==> config.mk <==
export PLATFORM = sky130hd
export DESIGN_NAME = bbc_cell
export DESIGN_NICKNAME = d
export VERILOG_FILES = /design/src/rtl/assert_macros.svh /design/src/rtl/bbc_pkg.sv /design/src/rtl/bbc_cell.sv
export SDC_FILE = /design/constraint.sdc
export NUM_CORES = 1
export LEC_CHECK = 0
export ABC_AREA = 1
export BUFFER_PORTS_ARGS = -buffer_cell sky130_fd_sc_hd__buf_2
export CORE_MARGIN = 3
export CORE_UTILIZATION = 55
export CTS_BUF_LIST = sky130_fd_sc_hd__clkbuf_8
export DETAILED_ROUTE_END_ITERATION = 10
export PLACE_DENSITY = 0.8
export SLEW_MARGIN = 20
export SYNTH_ARGS = -nofsm -noshare
export SYNTH_HDL_FRONTEND = slang
export SYNTH_SLANG_ARGS = --single-unit
==> constraint.sdc <==
create_clock -name clk_i -period 5.25 [get_ports clk_i]
set_clock_uncertainty 0.2 [all_clocks]
set_input_delay 0.525 -clock clk_i [delete_from_list [all_inputs] [get_ports clk_i]]
set_output_delay 0.525 -clock clk_i [all_outputs]
set_load 0.02 [all_outputs]
==> src/rtl/assert_macros.svh <==
// ----------------------------------------------------------------------------
// Assertion macros
// Shared concurrent assertion helpers, compiled out for synthesis.
// ----------------------------------------------------------------------------
`ifndef ASSERT_MACROS_SVH
`define ASSERT_MACROS_SVH
`ifndef SYNTHESIS
`define ASSERT_PROP(label, clk, rst_n, prop, msg) \
  label: assert property (@(posedge clk) disable iff (!rst_n) (prop)) else $error(msg);
`define ASSERT_NEXT(label, clk, rst_n, ante, cons, msg) \
  label: assert property (@(posedge clk) disable iff (!rst_n) (ante) |=> (cons)) else $error(msg);
`else
`define ASSERT_PROP(label, clk, rst_n, prop, msg)
`define ASSERT_NEXT(label, clk, rst_n, ante, cons, msg)
`endif
`endif

==> src/rtl/bbc_pkg.sv <==
// ----------------------------------------------------------------------------
// Buffer cache package
// Types and constants shared by the buffer cache cell row and its controller.
// ----------------------------------------------------------------------------
package bbc_pkg;

  localparam int unsigned DefEntries = 32;
  localparam int unsigned IdxMaxW    = 8;
  localparam logic [7:0]  CountMax   = 8'hFF;

  typedef logic [IdxMaxW-1:0] idx_t;

  typedef enum logic [1:0] {
    CmdGet     = 2'd0,
    CmdRelease = 2'd1,
    CmdPin     = 2'd2,
    CmdUnpin   = 2'd3
  } cmd_e;

  typedef enum logic [1:0] {
    StOk     = 2'd0,
    StNoFree = 2'd1,
    StUnder  = 2'd2,
    StSat    = 2'd3
  } status_e;

  typedef struct packed {
    cmd_e        cmd;
    logic [7:0]  device_id;
    logic [19:0] block_number;
    logic [4:0]  entry_index;
    logic [31:0] now;
  } req_t;

  typedef struct packed {
    logic valid;
    idx_t idx;
  } commit_t;

  // search token passed down the cell row
  typedef struct packed {
    logic        valid;
    logic        hit;
    idx_t        hit_idx;
    logic        fill;
    logic        found;
    idx_t        best_idx;
    logic [31:0] best_time;
    status_e     status;
  } token_t;

endpackage

==> src/rtl/bbc_cell.sv <==
// ----------------------------------------------------------------------------
// Buffer cache cell
// One cache entry: tags, valid flag, reference count and last-use time. It
// updates the search token from its own entry and hands it to the next cell.
// ----------------------------------------------------------------------------
module bbc_cell #(
  parameter int unsigned Index = 0
) (
  input  logic             clk_i,
  input  logic             rst_ni,
  input  bbc_pkg::req_t    req_i,
  input  bbc_pkg::commit_t commit_i,
  input  bbc_pkg::token_t  tok_i,
  output bbc_pkg::token_t  tok_o
);

  logic [7:0]      dev_q, dev_d;
  logic [19:0]     blk_q, blk_d;
  logic            vld_q, vld_d;
  logic [7:0]      cnt_q, cnt_d;
  logic [31:0]     use_q, use_d;
  bbc_pkg::token_t tok_q, tok_d;

  logic is_get, tag_hit, take_hit, take_free, addressed, committed;

  always_comb begin
    dev_d = dev_q;
    blk_d = blk_q;
    vld_d = vld_q;
    cnt_d = cnt_q;
    use_d = use_q;
    tok_d = tok_i;

    is_get    = (req_i.cmd == bbc_pkg::CmdGet);
    tag_hit   = (dev_q == req_i.device_id) && (blk_q == req_i.block_number);
    take_hit  = tok_i.valid && is_get && !tok_i.hit && tag_hit;
    take_free = tok_i.valid && is_get && (cnt_q == 8'd0) &&
                (!tok_i.found || (use_q < tok_i.best_time));
    addressed = tok_i.valid && !is_get &&
                (bbc_pkg::idx_t'(req_i.entry_index) == bbc_pkg::idx_t'(Index));
    committed = commit_i.valid && (commit_i.idx == bbc_pkg::idx_t'(Index));

    if (committed) begin
      dev_d = req_i.device_id;
      blk_d = req_i.block_number;
      cnt_d = 8'd1;
      use_d = req_i.now;
      vld_d = 1'b1;
    end

    if (take_hit) begin
      if (cnt_q == bbc_pkg::CountMax) begin
        tok_d.status = bbc_pkg::StSat;
      end else begin
        cnt_d = cnt_q + 8'd1;
      end
      use_d         = req_i.now;
      vld_d         = 1'b1;
      tok_d.hit     = 1'b1;
      tok_d.hit_idx = bbc_pkg::idx_t'(Index);
      tok_d.fill    = !vld_q;
    end

    if (take_free) begin
      tok_d.found     = 1'b1;
      tok_d.best_idx  = bbc_pkg::idx_t'(Index);
      tok_d.best_time = use_q;
    end

    if (addressed) begin
      if (req_i.cmd == bbc_pkg::CmdPin) begin
        if (cnt_q == bbc_pkg::CountMax) begin
          tok_d.status = bbc_pkg::StSat;
        end else begin
          cnt_d = cnt_q + 8'd1;
        end
      end else if (cnt_q == 8'd0) begin
        tok_d.status = bbc_pkg::StUnder;
      end else begin
        cnt_d = cnt_q - 8'd1;
      end
    end
  end

  always_ff @(posedge clk_i or negedge rst_ni) begin
    if (!rst_ni) begin
      dev_q <= '0;
      blk_q <= '0;
      vld_q <= 1'b0;
      cnt_q <= '0;
      use_q <= '0;
      tok_q <= '0;
    end else begin
      dev_q <= dev_d;
      blk_q <= blk_d;
      vld_q <= vld_d;
      cnt_q <= cnt_d;
      use_q <= use_d;
      tok_q <= tok_d;
    end
  end

  assign tok_o = tok_q;

endmodule
# [After elaboration in Yosys (flattened, before gate mapping)]
# Index checks and enable logic that the tools add are counted.
[op_classes] n_lt_le_gt_ge=1 reduce_logical=19 n_eq_ne=4 add_sub_neg=2 mux=19
[ops] operator="32-bit 2-to-1 mux" n=2
[ops] operator="8-bit 2-to-1 mux" n=7
[ops] operator="41-bit 2-to-1 mux" n=1
[ops] operator="32-bit less-than comparator" n=1
[ops] operator="20-bit == test" n=1
[ops] operator="8-bit logical NOT" n=2
[ops] operator="2-bit 2-to-1 mux" n=6
[ops] operator="10-bit 2-to-1 mux" n=1
[ops] operator="1-bit logical AND" n=9
[ops] operator="8-bit by 1-bit adder with 8-bit output, second input constant" n=1
[ops] operator="8-bit == test" n=1
[ops] operator="8-bit == test, second input constant" n=1
[ops] operator="8-bit by 1-bit subtractor with 8-bit output, second input constant" n=1
[ops] operator="5-bit logical NOT" n=1
[ops] operator="1-bit logical NOT" n=4
[ops] operator="2-bit == test, second input constant" n=1
[ops] operator="2-bit logical NOT" n=1
[ops] operator="1-bit 2-to-1 mux" n=2
[ops] operator="2-bit nonzero test" n=1
[ops] operator="1-bit logical OR" n=1
[word_totals] ff_bits=123 inputBits=132 elab_cells=58 out_inout_bits=54

# [Logic depth before layout (Yosys ltp)]
# Gate-level depths: netlist of the first run.
[depth] ltp_word=8 depth_mapped=17

# [Worst setup path after synthesis of the first run]
# No wires, ideal clock.
[synth_path] path_type="input to register" startpoint="input tok_i[15] in the netlist's numbering" endpoint="register tok_q (netlist bit tok_o[10])" path_buffers=1 setup_ns=0.066 arrival_time_ns=1.893 t_required_ns=4.984 stages=14 path_slack_ns=3.091 cell_sequence="inv_1 ha_1 nand2_1 inv_1 o21ai_0 nand2_1 a21oi_1 nand2_1 nand2_1 nand2_1 nand2_1 clkbuf_1 nand3_1 nand2_1"
[synth_lines] item="from (decl)" line_no="bbc_cell.sv:13" rtl="input bbc_pkg::token_t tok_i,"
[synth_lines] item="to (signal assigned)" line_no="bbc_cell.sv:99" rtl="tok_q <= tok_d;"
[synth_lines] item="to (decl)" line_no="bbc_cell.sv:22" rtl="bbc_pkg::token_t tok_q, tok_d;"

# [Worst setup path after layout of the first run]
[layout_path] startpoint="input tok_i[53] in the netlist's numbering" endpoint="register use_q[24]"
[layout_via] elab_chain_cells=4 word_cells_on_any_way=5 cone_classes="mux: 1; reduce/logical: 4"
[layout_rtl] item="1-bit logical AND * (3 in a row)" line_no="bbc_cell.sv:36" rtl="take_hit = tok_i.valid && is_get && !tok_i.hit && tag_hit;"
[layout_rtl] item="32-bit 2-to-1 mux / 2-bit nonzero test (equally long branches)"
[layout_rtl] item="to (signal assigned)" line_no="bbc_cell.sv:98" rtl="use_q <= use_d;"
[layout_rtl] item="to (decl)" line_no="bbc_cell.sv:21" rtl="logic [31:0] use_q, use_d;"
# Every way passes the cells marked *; elsewhere a longest branch is shown, timed or not.
# A chain may end at the register's enable or synchronous reset.

==> metrics.md, run 1 <==
| Metric | Value |
|---|---|
| Power Dens Cells | `283 nW/µm²` |
| Syn Area/Cell | `7.69 µm²` |
| Worst Hold Class | `input pin to async pin` |
| Vias per inst | `about 5.2` |
| R2r endpoint | `tok_o[22]` |
| I/O pin cnt | `186` |
| Port Buffers | `185` |
| Die Wd | `117 µm` |
| Clock tree buffer depth | `2` |
| CTS tree | `built` |
| First-pass GRT wire length | `27200 µm` |
| Area delta synth->final | `21.5%` |
| FP Rows | `39` |
| Crit start category | `input pin` |
| Reg-to-Reg Start | `cnt_q[0]` |
| Endpoints failing hold | `0` |
| Worst-Margin Slew | `between 0.9 and 1 ns` |
| Status | `complete, no violations` |
| Htree depth | `4` |
| N_diodes | `0` |
| Initial DRC count | `412` |
| Die area | `roughly 14000 µm²` |
| CTS clock-pin slew for the worst setup and hold paths | `0.07 ns` |
| Root Driver | `clkbuf_8` |
| Synth cell types | `38` |
| Clock sink total | `123` |
| Largest net degree at the start of global routing | `82` |
| Period minus WS final | `3.05 ns` |
| Residual DRC | `0` |
| WP data arrival | `around 3.2 ns` |
| Number of global-route vias before repair | `5911` |
| Setup crit end kind | `flip-flop` |
| Hold Buf Count CTS | `1` |
| Detail-routed net length per standard cell | `14.0 µm` |
| Gate Count Post-Synth | `874` |
| Final worst slack | `between 2 and 2.5 ns` |
| Yosys warnings | `0` |
| Postcts setup bufs | `0` |
| Share of cells above drive strength 1 | `22.5%` |
| Starting density of the core | `57.6%` |
| Fmax | `0.327 GHz` |
| Post-synthesis sequential area ratio | `between 40% and 50%` |
| Detailed-router iteration count before antenna repair | `6` |
| Syn Std Cell Area | `6720 µm²` |
| Drt total wl | `16900 µm` |
| Initial antenna violation count | `1` |
| Clk_lat worst skew | `0.44 ns` |
| Async SR Flop Fraction | `100%` |
| Max Cap Viol | `0` |
| Grt ovf | `0` |
| Reg-to-reg slack, setup | `~2.4 ns` |
| Most common cell after layout, fill and taps aside | `nand2_1` |
| Post-detail-place hpwl | `12200 µm` |
| Most frequent cells in the layout | `nand2_1, buf_2, dfrtp_1, inv_1, nand3_1` |
| Syn_nets | `around 1000` |
| FF+latch count, synth | `123` |
| Unrepaired setup endpoints after global routing | `false` |
| WS Path Type | `input pin to flip-flop` |
| Max IR drop VDD | `164 µV` |
| Detail Route Antenna Nets | `0` |
| Reg2Reg Depth | `10` |
| Max FO, Critical Path | `35` |
| Post-CTS Resized | `0` |
| Nets | `1220` |
| Tcrit/Tclk final | `58.2%` |
| Setup violators final | `0` |
| TritonCTS Buffers | `17` |
| Worst slew margin | `34.6%` |
| Setup WS pre-CTS | `2.06 ns` |
| Setup TNS Final | `0 ns` |
| Die H | `117 µm` |
| Ys flop type | `dfrtp_1` |
| Fin. max-slew vios | `0` |
| Detailed-route via count | `6247` |
| Leak | `4.69 nW` |
| Worst path required time | `5.43 ns` |
| Post-synth EDFFs | `0` |
| Core ar. | `between 10000 and 15000 µm²` |
| Gp weighted congestion | `0.910` |
| GRT Overall Usage | `25.7%` |
[routing by layer]
layer / global-route usage (%) / vias up / share of wire (%)
li1: - / 3141 / -
met1: 32.8 / 2803 / 42
met2: 41.9 / 262 / 48
met3: 7.15 / 39 / 7.8
met4: 9.48 / 2 / 2.1
met5: 0 / - / 0.077
[critical path: stages]
cell,delay [ns]
dlygate4sd3_1,0.53
buf_2,0.11
inv_1,0.05
nor3_2,0.21
inv_2,0.10
nor2_1,0.10
nand3_1,0.06
or2_1,0.26
nor2_4,0.11
nand2_2,0.43
nand2_4,0.52
nand2_1,0.12
nand2_1,0.08
[worst max path at each step]
stage / start / depth (start not counted) / endpoint
2_1_floorplan: tok_i[15] / 14 / tok_o[10]
3_3_place_gp: cnt_q[0] / 10 / tok_o[13]
3_5_place_dp: cnt_q[0] / 10 / tok_o[22]
4_1_cts: cnt_q[0] / 10 / tok_o[22]
5_1_grt: tok_i[53] / 13 / use_q[24]
6_report: tok_i[53] / 13 / use_q[24]
[Yosys cell counts (3+ instances only)]
cell type / count / area share, %
a21boi_0: 8 / 0.89
a21oi_1: 20 / 1.5
buf_2: 10 / 0.74
buf_6: 3 / 0.50
clkbuf_1: 12 / 0.67
dfrtp_1: 123 / 46
ha_1: 33 / 6.1
inv_1: 108 / 6.0
inv_2: 3 / 0.17
nand2_1: 285 / 16
nand3_1: 89 / 6.6
nand3b_1: 5 / 0.56
nand4_1: 20 / 1.9
nor2_1: 50 / 2.8
nor3_1: 13 / 0.97
o21ai_0: 44 / 3.3
or2_2: 6 / 0.56
xnor2_1: 3 / 0.39
xor2_1: 13 / 1.7
[through the flow]
| step | std cells | power [mW] | instance area (µm²) | hold slack (ns) | util (%) |
|---|---|---|---|---|---|
| floorplan | 874 | 1.26 | 6720 | 0.0294 | - |
| finish | 1211 | 2.31 | 8160 | 0.0417 | 70.0 |
| global route | 1211 | 2.43 | 8160 | 0.0538 | 70.0 |
| global placement | 1178 | 1.40 | 7720 | 0.247 | 66.2 |
| detailed placement | 1178 | 1.41 | 7720 | 0.252 | 66.2 |
| CTS | 1211 | 2.33 | 8160 | 0.0521 | 70.0 |
[sequential cells by signal (all words and copies together) (netlist names)]
| register | count |
|---|---|
| tok_o | 54 |
| blk_q | 20 |
| cnt_q | 8 |
| vld_q | 1 |
| use_q | 32 |
| dev_q | 8 |
[layout make-up]
type / count / area, µm²
Timing Repair Buffer: 190 / 968
Fill cell: 975 / 3500
Multi-Input combinational cell: 611 / 3080
Clock buffer: 19 / 262
Tap cell: 143 / 179
Inverter: 112 / 420
Clock inverter: 13 / 174
Sequential cell: 123 / 3080
[power breakdown]
group / switching, mW / leakage, nW / internal [mW]
combinational: 0.215 / 2.90 / 0.138
clock: 0.380 / 0.232 / 0.538
sequential: 0.0391 / 1.56 / 1.00
total: 0.634 / 4.69 / 1.68
[cell families (layout without fill, tap and decap cells)]
| logic type | after synthesis | in the layout | synth area share (%) |
|---|---|---|---|
| and+or+nand+nor | 485 | 485 | 31.4 |
| buffers and inverters | 140 | 334 | 8.45 |
| DFF | 123 | 123 | 45.8 |
| AOI/OAI and AO/OA | 77 | 77 | 6.12 |
| adders and majority gates | 33 | 33 | 6.14 |
| xor gates and xnor gates | 16 | 16 | 2.08 |
(Power assumes the default switching activity.)
==> inputs of run 2 (changes only) <==
clock period = 3.04 ns   (was 5.25 ns; I/O delays follow)
==> metrics.md, run 2 (synthesized netlist as in run 1, its figures left out) <==
| Metric | Value |
|---|---|
| M2 GR Usage | `53.6%` |
| Non-Filler Instances | `1325` |
| Fillers | `754` |
| Die Wd | `117 µm` |
| TritonCTS Buffers | `17` |
| Period minus WS final | `2.76 ns` |
| Detailed-router iteration count before antenna repair | `5` |
| Crit start category | `input pin` |
| Reg-to-reg slack, setup | `0.45 ns` |
| Root Driver | `clkbuf_8` |
| FP Rows | `39` |
| Detailed-route via count | `7002` |
| Top Usage Layer GRT | `met2` |
| Post-detail-place hpwl | `12200 µm` |
| Max FO, Critical Path | `40` |
| Post-CTS Resized | `0` |
| N_diodes | `0` |
| Endpoints failing hold | `0` |
| Residual DRC | `0` |
| Htree depth | `4` |
| Area delta synth->final | `38.4%` |
| Hold Slack | `between 0.04 and 0.05 ns` |
| Power Dens Cells | `429 nW/µm²` |
| Met1 Use GR | `around 37%` |
| Max FFs per register | `54` |
| Clock sink total | `123` |
| Setup TNS Final | `0 ns` |
| Starting density of the core | `57.6%` |
| Nets | `roughly 1300` |
| Die H | `between 100 and 150 µm` |
| I/O pin cnt | `186` |
| R2r endpoint | `tok_o[38]` |
| Worst Hold Class | `input pin to async pin` |
| Most frequent cells in the layout | `nand2_1, buf_2, dfrtp_1, dlygate4sd3_1, inv_1` |
| Max Cap Viol | `0` |
| CTS tree | `built` |
| Vias per inst | `around 5.3` |
| Detail-routed net length per standard cell | `about 15 µm` |
| Max IR drop VDD | `between 300 and 400 µV` |
| Met3 Use GR | `6.17%` |
| WP data arrival | `2.84 ns` |
| Worst slew margin | `62.2%` |
| First-pass GRT wire length | `32600 µm` |
| Fin. max-slew vios | `0` |
| Drt total wl | `20200 µm` |
| Number of global-route vias before repair | `6997` |
| Gp weighted congestion | `0.861` |
| Largest net degree at the start of global routing | `75` |
| Die area | `between 10000 and 15000 µm²` |
| Grt ovf | `0` |
| Most common cell after layout, fill and taps aside | `nand2_1` |
| Clock tree buffer depth | `2` |
| Post-Place Cells | `1182` |
| Detail Route Antenna Nets | `0` |
| Clk_lat worst skew | `between 0.4 and 0.5 ns` |
| Status | `complete, no violations` |
| WS Path Type | `input pin to flip-flop` |
| CTS clock-pin slew for the worst setup and hold paths | `around 0.07 ns` |
| Core ar. | `approximately 12000 µm²` |
| Setup crit end kind | `flip-flop` |
| Reg2Reg Depth | `12` |
| Worst-Margin Slew | `between 0.5 and 0.6 ns` |
| Hold Buf Count CTS | `115` |
| Fmax | `0.362 GHz` |
| Port Buffers | `between 150 and 200` |
| Initial antenna violation count | `0` |
| Worst path required time | `between 3 and 4 ns` |
| Tcrit/Tclk final | `90.9%` |
| Reg-to-Reg Start | `use_q[5]` |
| Setup violators final | `0` |
| Postcts setup bufs | `0` |
| Unrepaired setup endpoints after global routing | `false` |
| GRT Overall Usage | `30.5%` |
| Initial DRC count | `577` |
| Leak | `5.15 nW` |
| Share of cells above drive strength 1 | `slightly above 20%` |
==> run 2: final cells by class <==
class / instances / area (µm²) / area share (%)
Multi-Input combinational cell: 611 / 3080 / 33.1
Timing Repair Buffer: 308 / 2160 / 23.3
Clock inverter: 7 / 92.6 / 0.995
Tap cell: 143 / 179 / 1.92
Clock buffer: 21 / 289 / 3.11
Sequential cell: 123 / 3080 / 33.1
Inverter: 112 / 420 / 4.52
==> run 2: power by group <==
| group | leakage, nW | internal [mW] | total (mW) | switching, mW |
|---|---|---|---|---|
| clock | 0.188 | 0.794 | 1.44 | 0.647 |
| combinational | 3.41 | 0.338 | 0.747 | 0.408 |
| sequential | 1.56 | 1.73 | 1.80 | 0.0696 |
| total | 5.15 | 2.86 | 3.99 | 1.12 |
==> run 2: routing by layer <==
layer	share of wire [%]	wire length, µm
met3	6.8	1380
met5	0	0
met2	51	10200
met1	39	7960
met4	3.3	664
==> run 2: worst max-delay path: stages <==
cell	delay, ns
dlygate4sd3_1	0.54
buf_2	0.13
inv_1	0.06
ha_1	0.33
a21oi_1	0.17
nor2_1	0.06
nor3_1	0.18
nand2_1	0.10
nand2_1	0.07
nand2_1	0.07
nand2_1	0.06
nand2_1	0.04
nand2_1	0.08
buf_4	0.37
a21boi_0	0.23
==> run 2: how the worst max path moves through the flow <==
stage | start | to | slack (ns) | depth (start not counted)
2_1_floorplan | use_q[13] | tok_o[10] | 1.06 | 13
3_3_place_gp | cnt_q[0] | tok_o[37] | 0.63 | 8
3_5_place_dp | cnt_q[0] | tok_o[41] | 0.60 | 8
4_1_cts | tok_i[7] | tok_o[41] | 0.49 | 15
5_1_grt | tok_i[7] | tok_o[38] | 0.12 | 15
6_report | tok_i[7] | tok_o[38] | 0.28 | 15
==> run 2: per-stage QoR <==
stage | instance area, µm² | setup slack (ns) | power, mW | utilization (%)
floorplan | 6720 | 1.06 | 2.18 | -
global placement | 7770 | 0.632 | 2.42 | 66.6
detailed placement | 7770 | 0.598 | 2.43 | 66.6
CTS | 9300 | 0.494 | 3.98 | 79.8
global route | 9300 | 0.119 | 4.17 | 79.8
finish | 9300 | 0.275 | 3.99 | 79.8
==> inputs of run 3 (changes only) <==
CORE_UTILIZATION = 53   (was 55)
CTS_BUF_LIST = unset   (was sky130_fd_sc_hd__clkbuf_8)
PLACE_DENSITY = 0.78   (was 0.8)
==> metrics.md, run 3 (synthesized netlist as in run 1, its figures left out) <==
| Metric | Value |
|---|---|
| Gp weighted congestion | `0.873` |
| Worst path slowest cell | `dlygate4sd3_1` |
| Most used cell, CP | `nand2_1` |
| Drt total wl | `21100 µm` |
| Die Wd | `~120 µm` |
| Die area | `14100 µm²` |
| Worst Hold Class | `input pin to flip-flop` |
| Worst path max stage delay | `around 0.55 ns` |
| Period minus WS final | `2.62 ns` |
| Post-detail-place hpwl | `12300 µm` |
| Leak | `5.22 nW` |
| FP Rows | `40` |
| Power Dens Cells | `484 nW/µm²` |
| Hold Buf Count CTS | `between 100 and 150` |
| CTS clock-pin slew for the worst setup and hold paths | `roughly 0.06 ns` |
| Failing checks | `hold timing` |
| Crit start category | `input pin` |
| Die H | `between 100 and 150 µm` |
| Worst-Margin Slew | `0.550 ns` |
| Root Driver | `clkbuf_16` |
| Post-route cell area | `9480 µm²` |
| Largest net degree at the start of global routing | `57` |
| Htree depth | `4` |
| GRT Overall Usage | `30.4%` |
| Fillers | `~840` |
| Core ar. | `12200 µm²` |
| Detail-routed net length per standard cell | `15.6 µm` |
| Max FFs per register | `54` |
| Int Pwr | `3.32 mW` |
| Unrepaired setup endpoints after global routing | `false` |
| Post-CTS Resized | `0` |
| Vias per inst | `just over 5` |
| Tcrit/Tclk final | `between 80% and 90%` |
| Clk_lat worst skew | `0.43 ns` |
| Comb power frac | `16.2%` |
| Hold Slack | `-0.00237 ns` |
| Setup crit end kind | `flip-flop` |
| Status | `finished with violations` |
| Area after DPL | `7800 µm²` |
| Most common cell after layout, fill and taps aside | `nand2_1` |
| Detail Route Antenna Nets | `0` |
| Endpoints failing hold | `1` |
| Most frequent cells in the layout | `nand2_1, buf_2, dfrtp_1, dlygate4sd3_1, inv_1` |
| TritonCTS Buffers | `17` |
| Starting density of the core | `55.0%` |
| Tot Pwr | `4.59 mW` |
| Initial DRC count | `594` |
| Detailed-route via count | `between 6000 and 7000` |
| Sequential power share | `a little under 40%` |
| Share of cells above drive strength 1 | `20.8%` |
| Postcts setup bufs | `0` |
| Grt ovf | `0` |
| Max IR drop VDD | `438 µV` |
| Worst path required time | `3.10 ns` |
| Worst slew margin | `63.3%` |
| Fin. max-slew vios | `0` |
| Area delta synth->final | `41.1%` |
| WS Path Type | `input pin to flip-flop` |
| Sw Share | `27.6%` |
| WP data arrival | `2.68 ns` |
| First-pass GRT wire length | `34300 µm` |
| Max Cap Viol | `0` |
| Fmax | `0.382 GHz` |
| Setup TNS Final | `0 ns` |
| Sw power | `1.27 mW` |
| Setup violators final | `0` |
| Max FO, Critical Path | `40` |
| Nets | `1333` |
| I/O pin cnt | `186` |
| Initial antenna violation count | `0` |
| Clk pwr share | `roughly 44%` |
| Port Buffers | `185` |
| Crit-path cells | `dlygate4sd3_1 -> buf_2 -> inv_1 -> ha_1 -> a21oi_1 -> nor2_1 -> nor3_1 -> nand2_1 -> nand2_1 -> nand2_1 -> nand2_1 -> nand2_1 -> nand2_1 -> buf_4 -> a21boi_0` |
| Residual DRC | `0` |
| Number of global-route vias before repair | `7093` |
| Clock sink total | `between 100 and 150` |
| Clock tree buffer depth | `2` |
| N_diodes | `0` |
| Detailed-router iteration count before antenna repair | `7` |
| CTS tree | `built` |
==> run 3: cell count changes in the layout (fill, tap and decap cells not counted), sizes merged <==
cell,previous run,this run
dlygate4sd3,115,109
clkinv,3,7
clkbuf,21,19
buf,193,194
inv,111,112
==> run 3: final timing paths <==
path | start | to | slack (ns) | cells after the start
worst max-delay path | tok_i[7] | tok_o[35] | 0.42 | 15
worst min-delay path | req_i[61] | dev_q[4] | -0.002 | 3
worst max register to register | cnt_q[0] | tok_o[35] | 0.54 | 8
worst min register to register | vld_q | vld_q | 0.26 | 1
max in group asynchronous | rst_ni | tok_o[9] | 1.57 | 3
min in group asynchronous | rst_ni | use_q[22] | 0.21 | 2
==> run 3: per-layer routing <==
metal  share of wire [%]  vias to the layer above  GRT usage [%]
met5                   0                        -              0
met4                 3.2                        0           12.2
met3                 6.5                       61           7.32
met2                  51                      317           54.0
met1                  39                     3227           35.2
li1                    -                     3373              -
==> run 3: final cells by class <==
| class | count | area, µm² | share of cell area [%] |
|---|---|---|---|
| multi-input cells | 611 | 3080 | 32.5 |
| well taps | 168 | 210 | 2.22 |
| repair buffers | 303 | 2100 | 22.1 |
| clock inverters | 12 | 143 | 1.50 |
| clock buffers | 19 | 453 | 4.78 |
| inverters | 112 | 420 | 4.43 |
| flip-flops and latches | 123 | 3080 | 32.5 |
==> run 3: power groups by stage <==
stage               Combinational, mW  Sequential, mW  Clock (mW)
global route                    0.828            1.82        2.12
finish                          0.743            1.81        2.04
floorplan                       0.324            1.86           0
CTS                             0.724            1.80        2.04
detailed placement              0.605            1.83           0
global placement                0.596            1.83           0
==> run 3: per-stage QoR <==
stage / setup WS [ns] / std cells / util [%]
6_report: 0.420 / 1348 / 77.7
5_1_grt: 0.254 / 1348 / 77.7
4_1_cts: 0.526 / 1348 / 77.7
3_5_place_dp: 0.600 / 1208 / 63.9
3_3_place_gp: 0.625 / 1208 / 63.9
2_1_floorplan: 1.06 / 874 / -
==> run 3: worst max-delay path: cells and delay by family <==
family                   cells  cell delay (ns)
AO/OA/AOI/OAI                2             0.35
AND/OR/NAND/NOR              8             0.58
buffers and inverters        4             1.12
adder cells (fa/ha/maj)      1             0.30
